--- config.mk ---
export PLATFORM = sky130hd
export DESIGN_NAME = color_gradient_interpolator_top
export DESIGN_NICKNAME = d
export VERILOG_FILES = /design/src/sv/cgi_pkg.sv /design/src/sv/color_gradient_interpolator_top.sv /design/src/sv/cgi_datapath.sv /design/src/sv/cgi_ctrl.sv
export VERILOG_INCLUDE_DIRS = /design/src /design/src/sv
export SDC_FILE = /design/constraint.sdc
export NUM_CORES = 2
export LEC_CHECK = 0
export BUFFER_PORTS_ARGS = -buffer_cell sky130_fd_sc_hd__buf_2
export CORE_MARGIN = 2
export CORE_UTILIZATION = 55
export DETAILED_ROUTE_END_ITERATION = 10
export GPL_TIMING_DRIVEN = 0
export PLACE_DENSITY = 0.74
export SKIP_LAST_GASP = 1
export SLEW_MARGIN = 15
export SYNTH_ARGS = -nofsm -noshare
export SYNTH_HDL_FRONTEND = slang
export SYNTH_SLANG_ARGS = --single-unit
--- constraint.sdc ---
create_clock -name i_clk -period 9.2 [get_ports i_clk]
set_clock_uncertainty 0.2 [all_clocks]
set_input_delay 0.92 -clock i_clk [delete_from_list [all_inputs] [get_ports i_clk]]
set_output_delay 0.92 -clock i_clk [all_outputs]
set_load 0.05 [all_outputs]
--- src/sv/color_gradient_interpolator_top_defines.svh ---
// ----------------------------------------------------------------------------
// Color gradient interpolator assertion macros
// Shared concurrent assertion forms for the gradient interpolator RTL.
// ----------------------------------------------------------------------------
`ifndef COLOR_GRADIENT_INTERPOLATOR_TOP_DEFINES_SVH
`define COLOR_GRADIENT_INTERPOLATOR_TOP_DEFINES_SVH

// Consequent must hold in the same cycle as the antecedent.
`define CGI_ASSERT_NOW(lbl, clk, rst_n, ante, cons) \
    lbl: assert property (@(posedge clk) disable iff (!(rst_n)) (ante) |-> (cons)) \
        else $error("gradient interpolator: same-cycle check failed");

// Consequent must hold in the cycle after the antecedent.
`define CGI_ASSERT_NEXT(lbl, clk, rst_n, ante, cons) \
    lbl: assert property (@(posedge clk) disable iff (!(rst_n)) (ante) |=> (cons)) \
        else $error("gradient interpolator: next-cycle check failed");

`endif

--- src/sv/cgi_pkg.sv ---
// ----------------------------------------------------------------------------
// Color gradient interpolator package
// Widths, constants and controller/datapath interface types.
// ----------------------------------------------------------------------------
package cgi_pkg;

    localparam int KEYS_DEFAULT = 16;

    localparam int POS_W   = 16;   // unsigned Q0.16 position
    localparam int CHAN_W  = 16;   // signed Q4.12 channel
    localparam int CHANS   = 4;
    localparam int CNT_W   = 5;    // key_count register
    localparam int KIDX_W  = 4;    // key_index field
    localparam int ENTRY_W = POS_W + CHANS * CHAN_W;

    localparam int S_TDATA_W = 104;
    localparam int M_TDATA_W = CHANS * CHAN_W;

    // slave tdata field offsets
    localparam int OFS_KIDX   = 0;
    localparam int OFS_KPOS   = OFS_KIDX + KIDX_W;
    localparam int OFS_KCOLOR = OFS_KPOS + POS_W;
    localparam int OFS_SPOS   = OFS_KCOLOR + CHANS * CHAN_W;

    localparam logic MODE_SAMPLE = 1'b0;
    localparam logic MODE_WRITE  = 1'b1;

    localparam logic [CHAN_W-1:0] ONE_Q412 = 16'h1000;

    typedef struct packed {
        logic wr;          // store key entry
        logic start;       // latch sample position, restart search at key 0
        logic ones;        // result = 1.0 on all channels
        logic take_rd;     // result = color of key under compare
        logic advance;     // step search to next key
        logic div_start;
        logic div_step;
        logic mul;
        logic add;
        logic load_out;
    } t_cmd;

    typedef struct packed {
        logic n_zero;      // table empty
        logic le;          // sample position <= key position under compare
        logic idx_zero;
        logic last;        // key under compare is the last valid one
        logic div_last;
        logic ch_last;
        logic out_free;
    } t_sts;

endpackage

--- src/sv/color_gradient_interpolator_top.sv ---
// ----------------------------------------------------------------------------
// Color gradient interpolator
// Piecewise linear color gradient lookup over a table of sorted keys.
// ----------------------------------------------------------------------------
// A key write (tuser = 1) is stored from the idle state and yields no result. A
// sample (tuser = 0) compares the keys one per cycle out of the key memory,
// starting at key 0, and stops at the first key at or above the sample position
// or at the last valid key. A sample that lands on an end of the gradient (or
// an empty table) takes its result directly; an interior sample runs 16 steps
// of the restoring divider for the blend factor, then the shared multiplier and
// adder do one multiply and one add for each of the four channels. The slave
// side is ready again the cycle after the result moves into the output
// register, which holds it until it is taken.
module color_gradient_interpolator_top #(
    parameter int KEYS = cgi_pkg::KEYS_DEFAULT
) (
    input  logic                          i_clk,
    input  logic                          i_rst_n,
    input  logic                          i_cfg_wr_en,
    input  logic [cgi_pkg::CNT_W-1:0]     i_cfg_wr_data,    // key_count
    input  logic                          i_s_axis_tvalid,
    output logic                          o_s_axis_tready,
    // key_index, key_pos, key_red, key_green, key_blue, key_alpha, sample_pos
    input  logic [cgi_pkg::S_TDATA_W-1:0] i_s_axis_tdata,
    input  logic                          i_s_axis_tuser,   // mode
    output logic                          o_m_axis_tvalid,
    input  logic                          i_m_axis_tready,
    // out_red, out_green, out_blue, out_alpha
    output logic [cgi_pkg::M_TDATA_W-1:0] o_m_axis_tdata
);
    import cgi_pkg::*;

    t_cmd cmd;
    t_sts sts;

    cgi_ctrl u_ctrl (
        .i_clk      (i_clk),
        .i_rst_n    (i_rst_n),
        .i_in_valid (i_s_axis_tvalid),
        .i_in_mode  (i_s_axis_tuser),
        .o_in_ready (o_s_axis_tready),
        .i_sts      (sts),
        .o_cmd      (cmd)
    );

    cgi_datapath #(
        .KEYS (KEYS)
    ) u_datapath (
        .i_clk         (i_clk),
        .i_rst_n       (i_rst_n),
        .i_cfg_wr_en   (i_cfg_wr_en),
        .i_cfg_wr_data (i_cfg_wr_data),
        .i_in_data     (i_s_axis_tdata),
        .i_cmd         (cmd),
        .o_sts         (sts),
        .o_out_valid   (o_m_axis_tvalid),
        .i_out_ready   (i_m_axis_tready),
        .o_out_data    (o_m_axis_tdata)
    );

endmodule

--- src/sv/cgi_datapath.sv ---
// ----------------------------------------------------------------------------
// Color gradient interpolator datapath
// Key memory, search registers, restoring divider, shared channel multiplier
// and output register.
// ----------------------------------------------------------------------------
module cgi_datapath #(
    parameter int KEYS = cgi_pkg::KEYS_DEFAULT
) (
    input  logic                          i_clk,
    input  logic                          i_rst_n,
    input  logic                          i_cfg_wr_en,
    input  logic [cgi_pkg::CNT_W-1:0]     i_cfg_wr_data,
    input  logic [cgi_pkg::S_TDATA_W-1:0] i_in_data,
    input  cgi_pkg::t_cmd                 i_cmd,
    output cgi_pkg::t_sts                 o_sts,
    output logic                          o_out_valid,
    input  logic                          i_out_ready,
    output logic [cgi_pkg::M_TDATA_W-1:0] o_out_data
);
    import cgi_pkg::*;

    localparam int AW  = $clog2(KEYS);
    localparam int IW  = $clog2(KEYS + 1);
    localparam int DCW = $clog2(POS_W);

    logic [CNT_W-1:0]       r_key_count;
    logic [IW-1:0]          n_keys;
    logic [IW-1:0]          r_idx, n_idx;
    logic [ENTRY_W-1:0]     mem [KEYS];
    logic [ENTRY_W-1:0]     r_rd, r_prev;
    logic [POS_W-1:0]       r_t;
    logic [KIDX_W-1:0]      in_kidx;
    logic [ENTRY_W-1:0]     in_entry;
    logic                   wr_ok;

    logic [POS_W-1:0]       rd_pos, prev_pos, num, den;
    logic [POS_W:0]         r_rem, rem2;
    logic [POS_W-1:0]       r_den, r_q;
    logic                   r_full, ge;
    logic [DCW-1:0]         r_dcnt;
    logic [POS_W:0]         fac;

    logic [1:0]                   r_ch;
    logic [CHAN_W-1:0]            ch_a, ch_b;
    logic signed [CHAN_W:0]       diff;
    logic signed [2*CHAN_W+2:0]   prod;
    logic [CHAN_W-1:0]            r_prod;
    logic [M_TDATA_W-1:0]         r_res;
    logic                         r_ovalid;
    logic [M_TDATA_W-1:0]         r_odata;

    assign in_kidx  = i_in_data[OFS_KIDX +: KIDX_W];
    assign in_entry = {i_in_data[OFS_KCOLOR +: CHANS*CHAN_W], i_in_data[OFS_KPOS +: POS_W]};
    assign wr_ok    = (32'(in_kidx) < KEYS);

    always_ff @(posedge i_clk) begin
        if (!i_rst_n) begin
            r_key_count <= '0;
        end else if (i_cfg_wr_en) begin
            r_key_count <= i_cfg_wr_data;
        end
    end

    // a count beyond the table acts as a full table
    assign n_keys = (32'(r_key_count) > KEYS) ? IW'(KEYS) : IW'(r_key_count);

    always_comb begin
        n_idx = r_idx;
        if (i_cmd.start) begin
            n_idx = '0;
        end else if (i_cmd.advance) begin
            n_idx = r_idx + IW'(1);
        end
    end

    always_ff @(posedge i_clk) begin
        if (!i_rst_n) begin
            r_idx <= '0;
        end else begin
            r_idx <= n_idx;
        end
    end

    // read address follows the next index so the entry is ready on the compare
    always_ff @(posedge i_clk) begin
        if (i_cmd.wr && wr_ok) begin
            mem[AW'(in_kidx)] <= in_entry;
        end
        r_rd <= mem[n_idx[AW-1:0]];
    end

    always_ff @(posedge i_clk) begin
        if (i_cmd.start) begin
            r_t <= i_in_data[OFS_SPOS +: POS_W];
        end
        if (i_cmd.advance) begin
            r_prev <= r_rd;
        end
    end

    // restoring divider: f = (num << 16) / den, num <= den
    assign rd_pos   = r_rd[POS_W-1:0];
    assign prev_pos = r_prev[POS_W-1:0];
    assign num      = r_t - prev_pos;
    assign den      = rd_pos - prev_pos;
    assign rem2     = {r_rem[POS_W-1:0], 1'b0};
    assign ge       = (rem2 >= {1'b0, r_den});
    assign fac      = r_full ? {1'b1, {POS_W{1'b0}}} : {1'b0, r_q};

    always_ff @(posedge i_clk) begin
        if (i_cmd.div_start) begin
            r_rem  <= {1'b0, num};
            r_den  <= den;
            r_full <= (num == den);
            r_q    <= '0;
            r_dcnt <= '0;
        end else if (i_cmd.div_step) begin
            r_rem  <= ge ? (rem2 - {1'b0, r_den}) : rem2;
            r_q    <= {r_q[POS_W-2:0], ge};
            r_dcnt <= r_dcnt + DCW'(1);
        end
    end

    assign ch_a = r_prev[POS_W + CHAN_W*r_ch +: CHAN_W];
    assign ch_b = r_rd[POS_W + CHAN_W*r_ch +: CHAN_W];
    assign diff = $signed({ch_b[CHAN_W-1], ch_b}) - $signed({ch_a[CHAN_W-1], ch_a});
    assign prod = diff * $signed({1'b0, fac});

    always_ff @(posedge i_clk) begin
        if (!i_rst_n) begin
            r_ch <= '0;
        end else if (i_cmd.div_start) begin
            r_ch <= '0;
        end else if (i_cmd.add) begin
            r_ch <= r_ch + 2'd1;
        end
    end

    // floor(prod / 65536) mod 2^16 is just the middle slice
    always_ff @(posedge i_clk) begin
        if (i_cmd.mul) begin
            r_prod <= prod[2*CHAN_W-1:CHAN_W];
        end
        if (i_cmd.ones) begin
            r_res <= {CHANS{ONE_Q412}};
        end else if (i_cmd.take_rd) begin
            r_res <= r_rd[ENTRY_W-1:POS_W];
        end else if (i_cmd.add) begin
            r_res[CHAN_W*r_ch +: CHAN_W] <= ch_a + r_prod;
        end
    end

    always_ff @(posedge i_clk) begin
        if (!i_rst_n) begin
            r_ovalid <= 1'b0;
        end else if (i_cmd.load_out) begin
            r_ovalid <= 1'b1;
        end else if (i_out_ready) begin
            r_ovalid <= 1'b0;
        end
    end

    always_ff @(posedge i_clk) begin
        if (i_cmd.load_out) begin
            r_odata <= r_res;
        end
    end

    assign o_out_valid = r_ovalid;
    assign o_out_data  = r_odata;

    always_comb begin
        o_sts.n_zero   = (n_keys == '0);
        o_sts.le       = (r_t <= rd_pos);
        o_sts.idx_zero = (r_idx == '0);
        o_sts.last     = (({1'b0, r_idx} + (IW+1)'(1)) >= {1'b0, n_keys});
        o_sts.div_last = (r_dcnt == DCW'(POS_W - 1));
        o_sts.ch_last  = (r_ch == 2'(CHANS - 1));
        o_sts.out_free = !r_ovalid || i_out_ready;
    end

endmodule

--- src/sv/cgi_ctrl.sv ---
// ----------------------------------------------------------------------------
// Color gradient interpolator controller
// Sequences key writes, key search, division, channel blend and output.
// ----------------------------------------------------------------------------
`include "color_gradient_interpolator_top_defines.svh"

module cgi_ctrl (
    input  logic          i_clk,
    input  logic          i_rst_n,
    input  logic          i_in_valid,
    input  logic          i_in_mode,
    output logic          o_in_ready,
    input  cgi_pkg::t_sts i_sts,
    output cgi_pkg::t_cmd o_cmd
);
    import cgi_pkg::*;

    typedef enum logic [5:0] {
        S_IDLE = 6'b000001,
        S_CMP  = 6'b000010,
        S_DIV  = 6'b000100,
        S_MUL  = 6'b001000,
        S_ADD  = 6'b010000,
        S_OUT  = 6'b100000
    } t_state;

    t_state r_state, n_state;
    logic   accept;

    assign o_in_ready = (r_state == S_IDLE);
    assign accept     = i_in_valid && o_in_ready;

    always_comb begin
        n_state = r_state;
        o_cmd   = '0;
        case (r_state)
            S_IDLE: begin
                if (accept) begin
                    if (i_in_mode == MODE_WRITE) begin
                        o_cmd.wr = 1'b1;
                    end else begin
                        o_cmd.start = 1'b1;
                        if (i_sts.n_zero) begin
                            o_cmd.ones = 1'b1;
                            n_state    = S_OUT;
                        end else begin
                            n_state = S_CMP;
                        end
                    end
                end
            end
            S_CMP: begin
                if (i_sts.le) begin
                    if (i_sts.idx_zero) begin
                        o_cmd.take_rd = 1'b1;
                        n_state       = S_OUT;
                    end else begin
                        o_cmd.div_start = 1'b1;
                        n_state         = S_DIV;
                    end
                end else if (i_sts.last) begin
                    // past the last key: hold its color
                    o_cmd.take_rd = 1'b1;
                    n_state       = S_OUT;
                end else begin
                    o_cmd.advance = 1'b1;
                end
            end
            S_DIV: begin
                o_cmd.div_step = 1'b1;
                if (i_sts.div_last) begin
                    n_state = S_MUL;
                end
            end
            S_MUL: begin
                o_cmd.mul = 1'b1;
                n_state   = S_ADD;
            end
            S_ADD: begin
                o_cmd.add = 1'b1;
                n_state   = i_sts.ch_last ? S_OUT : S_MUL;
            end
            S_OUT: begin
                if (i_sts.out_free) begin
                    o_cmd.load_out = 1'b1;
                    n_state        = S_IDLE;
                end
            end
            default: begin
                n_state = S_IDLE;
            end
        endcase
    end

    always_ff @(posedge i_clk) begin
        if (!i_rst_n) begin
            r_state <= S_IDLE;
        end else begin
            r_state <= n_state;
        end
    end

    `CGI_ASSERT_NOW(a_no_overwrite, i_clk, i_rst_n, o_cmd.load_out, i_sts.out_free)
    `CGI_ASSERT_NEXT(a_div_to_mul, i_clk, i_rst_n, (r_state == S_DIV) && i_sts.div_last, r_state == S_MUL)
    `CGI_ASSERT_NEXT(a_empty_direct, i_clk, i_rst_n, accept && (i_in_mode == MODE_SAMPLE) && i_sts.n_zero, r_state == S_OUT)

endmodule
# [After elaboration in Yosys (flattened, before gate mapping)]
# Memories as Yosys holds them, arrays and structs flattened. A register that Yosys moved wholly into a read port is not among the register bits.
# Index checks and enable logic that the tools add are counted.
[word_totals] mem_count=1 mem_bits_rw=1280 register_bits=312 elab_cells=105 inputBits=115
[op_classes] bitwise=1 n_lt_le_gt_ge=4 shifts=4 n_reduce_logical=11 addsub=11 muxes=42 mul=1 n_eq_ne=14
[memory_table] memory="u_datapath.mem" words=16 width=80 rd=1 rd_clocked_by_memory_dff=1 write_ports=1 line_no="cgi_datapath.sv:29" rtl="logic [ENTRY_W-1:0] mem [KEYS];"
[op_table] cell="$shiftx 80x8->16" n=2
[op_table] cell="$mux 64" n=2
[op_table] cell="$bwmux 64" n=1
[op_table] cell="$shift 16x34->64 const A" n=1
[op_table] cell="$shiftx 16x34->64" n=1
[op_table] cell="$mux 6" n=9
[op_table] cell="$mux 16" n=3
[op_table] cell="$sub 16x16->16" n=3
[op_table] cell="$pmux 6 s6" n=1
[op_table] cell="$neg 6->34" n=1
[op_table] cell="$mul 17x18->32" n=1
[op_table] cell="$mux 1" n=18
[op_table] cell="$ge 17x16->1" n=1
[op_table] cell="$mux 17" n=1
[op_table] cell="$sub 16x16->17" n=1
[op_table] cell="$add 16x16->16" n=1
[op_table] cell="$eq 16x16->1" n=1
[op_table] cell="$le 16x16->1" n=1
[op_table] cell="$logic_not 5->1" n=2
[op_table] cell="$mux 3" n=3
[op_table] cell="$mux 4" n=2
[op_table] cell="$ne 2x2->1 const B" n=4
[op_table] cell="$add 5x6->7 const A" n=1
[op_table] cell="$add 5x1->6 const B" n=1
[op_table] cell="other kinds (23)" n=26

# [Longest topological paths before layout]
[logic_depth] depth_word=9 depth_mapped=36

# [By module]
# From an unflattened synthesis, not the netlist that was laid out.
[unflattened] cells_unflattened=4613 hier_area_um2=74853.0
[by_module_without_submodules] mod="cgi_datapath" area_per_inst_um2=74378.8 n_inst=1 cells_each=4553
[by_module_without_submodules] mod="cgi_ctrl" area_per_inst_um2=474.2 n_inst=1 cells_each=60

# [Worst setup path after synthesis]
# No wires, ideal clock.
[synth_path] path_type="reg2reg" startpoint="register u_datapath.r_ch[0]" endpoint="register u_datapath.r_prod[15] (data pin)" slack_ns=-0.453 synth_period_minus_slack_ns=9.653 t_arrival_ns=9.193 required_ns=8.740 stages_incl_launch_ff=31 cell_sequence="dfxtp_1 -> buf_1 -> clkbuf_1 -> mux4_2 -> ha_1 -> fa_1 -> nor2b_1 -> o31a_1 -> o211ai_1 -> and3_1 -> or3_1 -> a41oi_1 -> clkinv_1 -> nand2_1 -> fa_1 -> fa_1 -> inv_1 -> fa_1 -> fa_1 -> fa_1 -> fa_1 -> ha_1 -> o21ai_0 -> a21boi_0 -> o211ai_1 -> a211oi_1 -> o41a_1 -> a41oi_1 -> a21oi_1 -> a31oi_1 -> xnor2_1"
[synth_between] elab_chain_cells=4
[synth_rtl] item="start, declared" line_no="cgi_datapath.sv:43" rtl="logic [1:0] r_ch;"
[synth_rtl] item="start signal, assigned" line_no="cgi_datapath.sv:135" rtl="r_ch <= r_ch + 2'd1;"
[synth_rtl] item="$add 5x6->7 *" line_no="cgi_datapath.sv:124, cgi_datapath.sv:125"
[synth_rtl] item="$shiftx 80x8->16 (on tied branches)" line_no="cgi_datapath.sv:125, cgi_datapath.sv:124"
[synth_rtl] item="$sub 16x16->17 *" line_no="cgi_datapath.sv:126" rtl="assign diff = $signed({ch_b[CHAN_W-1], ch_b}) - $signed({ch_a[CHAN_W-1], ch_a});"
[synth_rtl] item="$mul 17x18->32 *" line_no="cgi_datapath.sv:127" rtl="assign prod = diff * $signed({1'b0, fac});"
[synth_rtl] item="named net u_datapath.prod[31]" line_no="cgi_datapath.sv:46" rtl="logic signed [2*CHAN_W+2:0] prod;"
[synth_rtl] item="end signal, assigned" line_no="cgi_datapath.sv:142" rtl="r_prod <= prod[2*CHAN_W-1:CHAN_W];"
[synth_rtl] item="end, declared" line_no="cgi_datapath.sv:47" rtl="logic [CHAN_W-1:0] r_prod;"
# Mark *: on every way through the listed nets, which the timed path passes. The rest lies on a longest branch.
# A chain may end at the register's enable or synchronous reset.

# [Worst setup path after layout]
# Ends and elaborated chain as after synthesis.

==> summary.txt <==
Status
  • Outcome: finished clean

Place
  • Dpl hpwl: 170000 um
  • IO Port Bufs: 175
  • Final Wtd Congestion: 0.961
  • Placed inst area: 0.0840 mm^2

Routing
  • Vias: 56.2k
  • Initial DRC count: 7682
  • Routed len/inst: 27.6 um
  • Post-route ant nets: 0
  • Number of remaining DRC errors: 0
  • Initial DRT Pass Iterations: 8
  • Detail-routed via count per cell: 6.47
  • WL final: 239000 um

Synth
  • Seq/Total Area, Yosys: 61.1%
  • Cells after synthesis: 6131
  • Synth Flop Type: edfxtp_1
  • Number of synthesized register bits: 1672
  • Most numerous cell in the Yosys netlist: edfxtp_1
  • Post-synth top cells: edfxtp_1, nand2_1, clkbuf_1, nor3_1, inv_1
  • Synth area leaders: edfxtp_1, fa_1, dfxtp_1
  • EDFF count, synth: 1489
  • Syn Area/Cell: 12.9 um^2
  • Distinct cells, synth: 70
  • Synth top area share: 56.5%
  • Synth area leader: edfxtp_1
  • FFs w/ async S/R, synth: 0%
  • Syn_nets: 6685
  • Mapped cell area: 0.0792 mm^2
  • Synth warnings: 0

Die
  • Area of the die: 0.147 mm^2
  • # rows: 139
  • Num ports: 181
  • Initial core utilization: 55.2%
  • Core Area: 0.143 mm^2
  • Die X: 383 um
  • Chip Height: 383 um

Critical path
  • CP endpoint kind: flop
  • CP startpoint kind: flop
  • Critical path's slowest cell: mux4_2
  • CP Data Required Time: 9.53 ns
  • Critical path type: reg2reg
  • WP data arrival: 9.51 ns
  • Slowest cell delay on critical path: 0.55 ns
  • Worst-path fanout max: 6

Pwr
  • Worst vdd ir: 0.194 mV
  • Power, Total: 16.7 mW
  • Leak: 31.1 nW
  • Pwr Density: 184 mW/mm^2

Cells and area
  • Final net count: 7169
  • Share of layout cells above drive strength 1: 11.4%
  • P&R area growth vs syn: 14.5%
  • Cell area after layout: 0.0906 mm^2

Timing
  • Worst Max-Slew Pin Slew: 1.36 ns
  • Relative slew slack: 9.20%
  • Hold_ws: 0.103 ns
  • Final period util: 99.8%
  • Final Setup Violations: 0
  • RSZ-0062 raised after global routing: true
  • Max Slew Vio Count: 0
  • Final hold vios: 0
  • Fmax achieved: 109 MHz
  • Final min period: 9.18 ns

Job
  • MaxCap Viol Count: 0

Clocking
  • Hold_buf cts: 0
  • H-tree Lvls: 4
  • Clock buffer depth: 3
  • Clock buffer count from CTS: 169
  • CTS sink cnt: 1672
  • TritonCTS clock tree: done
  • Clock root cell: clkbuf_16
  • Clock latency at the later pin of the worst-skew pair: 0.81 ns
  • Clk slew on worst S/H paths: 0.06 ns

Global routing
  • Vias in the first global route: 54.4k
  • GRT Util Overall: 32.2%
  • First-pass GRT wire length: 348000 um
  • Antenna violations before repair: 36
  • Grt total ovfl: 0
  • Largest net degree at the start of global routing: 65

Worst hold path
  • HP Class: in2reg
## cell families after synthesis
| group | Yosys count | synth area share [%] |
|---|---|---|
| multiplexers | 211 | 3.17 |
| adder cells (fa/ha/maj) | 439 | 9.10 |
| XOR/XNOR | 109 | 1.22 |
| AND/OR/NAND/NOR | 1567 | 9.24 |
| AO/OA/AOI/OAI | 1298 | 12.1 |
| flip-flops | 1672 | 61.1 |
| buffers and inverters | 835 | 4.05 |
## flip-flops by register name, indices dropped and copies added, names as in the netlist, 6 cells and up
signal and flops:
u_ctrl.r_state 6, u_datapath.mem 1280, u_datapath.o_out_data 64, u_datapath.r_den 16
u_datapath.r_prev 80, u_datapath.r_prod 16, u_datapath.r_q 16, u_datapath.r_rd 80
u_datapath.r_rem 16, u_datapath.r_res 64, u_datapath.r_t 16
## path summary, 6_finish.rpt
kind / slack, ns / endpoint / cells after the start / start
setup / recovery: 0.02 / u_datapath.r_prod[15]$_DFFE_PP_ / 35 / u_datapath.r_ch[0]$_SDFFE_PP0P_
hold / removal: 0.10 / u_datapath.r_t[14]$_DFFE_PP_ / 1 / i_s_axis_tdata[98]
setup reg to reg: 0.02 / u_datapath.r_prod[15]$_DFFE_PP_ / 35 / u_datapath.r_ch[0]$_SDFFE_PP0P_
hold reg to reg: 0.24 / u_datapath.o_out_data[20]$_DFFE_PP_ / 0 / u_datapath.r_res[20]$_SDFFE_PP0P_
## where the power goes
group	leakage (nW)	switching [mW]	total, mW	internal [mW]
sequential	14.9	0.166	8.70	8.54
combinational	13.4	0.706	1.05	0.339
clock	2.75	2.95	6.97	4.02
total	31.1	3.82	16.7	12.9
## cell usage in the layout, fill, tap and decap left out, drive strengths merged, types with 9 or more instances in the layout
master and n:
clkinv 56, and3 18, diode 18, nand2b 19, nand4 12, bufinv 14, a21o 24, ha 211
nor4 10, a32oi 168, buf 405, a31oi 49, xnor2 79, nand2 650, mux2i 178, a311oi 321
xor2 30, and2 16, and4 80, dfxtp 183, nand3 75, o21a 34, clkbuf 605, mux4 32
inv 372, o21ai 219, edfxtp 1489, or3 18, o22ai 9, nor3 368, o211ai 327, nor2b 38
nand3b 9, nor2 230, fa 228, a21oi 86
## routing by layer
metal,vias up,GRT usage (%),part of all wire [%],wire length (um)
li1,24300,-,-,-
met1,27600,42.1,37,87900
met2,3478,50.6,46,111000
met3,695,7.52,11,27100
met4,24,16.2,5.5,13200
met5,-,0,0.066,159
## layout make-up
type / count / area (um^2)
fill: 10600 / 52700
sequential: 1672 / 48400
multi-input combinational: 3624 / 28200
clock buffer: 228 / 4720
timing repair buffer: 313 / 2630
tap: 1903 / 2380
buffer: 469 / 2000
inverter: 366 / 1380
clock inverter: 84 / 932
antenna: 18 / 45.0
## through the flow
| stage | instances | utilization, % | setup WS, ns | setup TNS (ns) |
|---|---|---|---|---|
| 2_1_floorplan | 6131 | - | 0.183 | 0 |
| 3_3_place_gp | 8209 | 57.5 | -4.10 | -890.78 |
| 3_5_place_dp | 8296 | 58.6 | -2.09 | -24.07 |
| 4_1_cts | 8640 | 63.0 | 0.000984 | 0 |
| 5_1_grt | 8664 | 63.2 | -0.189 | -0.690 |
| 6_report | 8677 | 63.2 | 0.0224 | 0 |
## critical path: cells and delay by family, from the launching register on
kind	cells	cell delay [ns]
adder cells (fa/ha/maj)	8	3.33
AO/OA/AOI/OAI	14	3.05
buffers and inverters	9	0.90
multiplexers	1	0.55
XOR/XNOR	2	0.44
flip-flops	1	0.36
AND/OR/NAND/NOR	1	0.05
## timing repair
item | in CTS | in global routing
setup buffers | 32 | 18
resized for setup | 87 | 52
pin swaps | 19 | 33
setup endpoints to repair | 16 | 8
No activity file was read; power rests on OpenSTA's default activity.
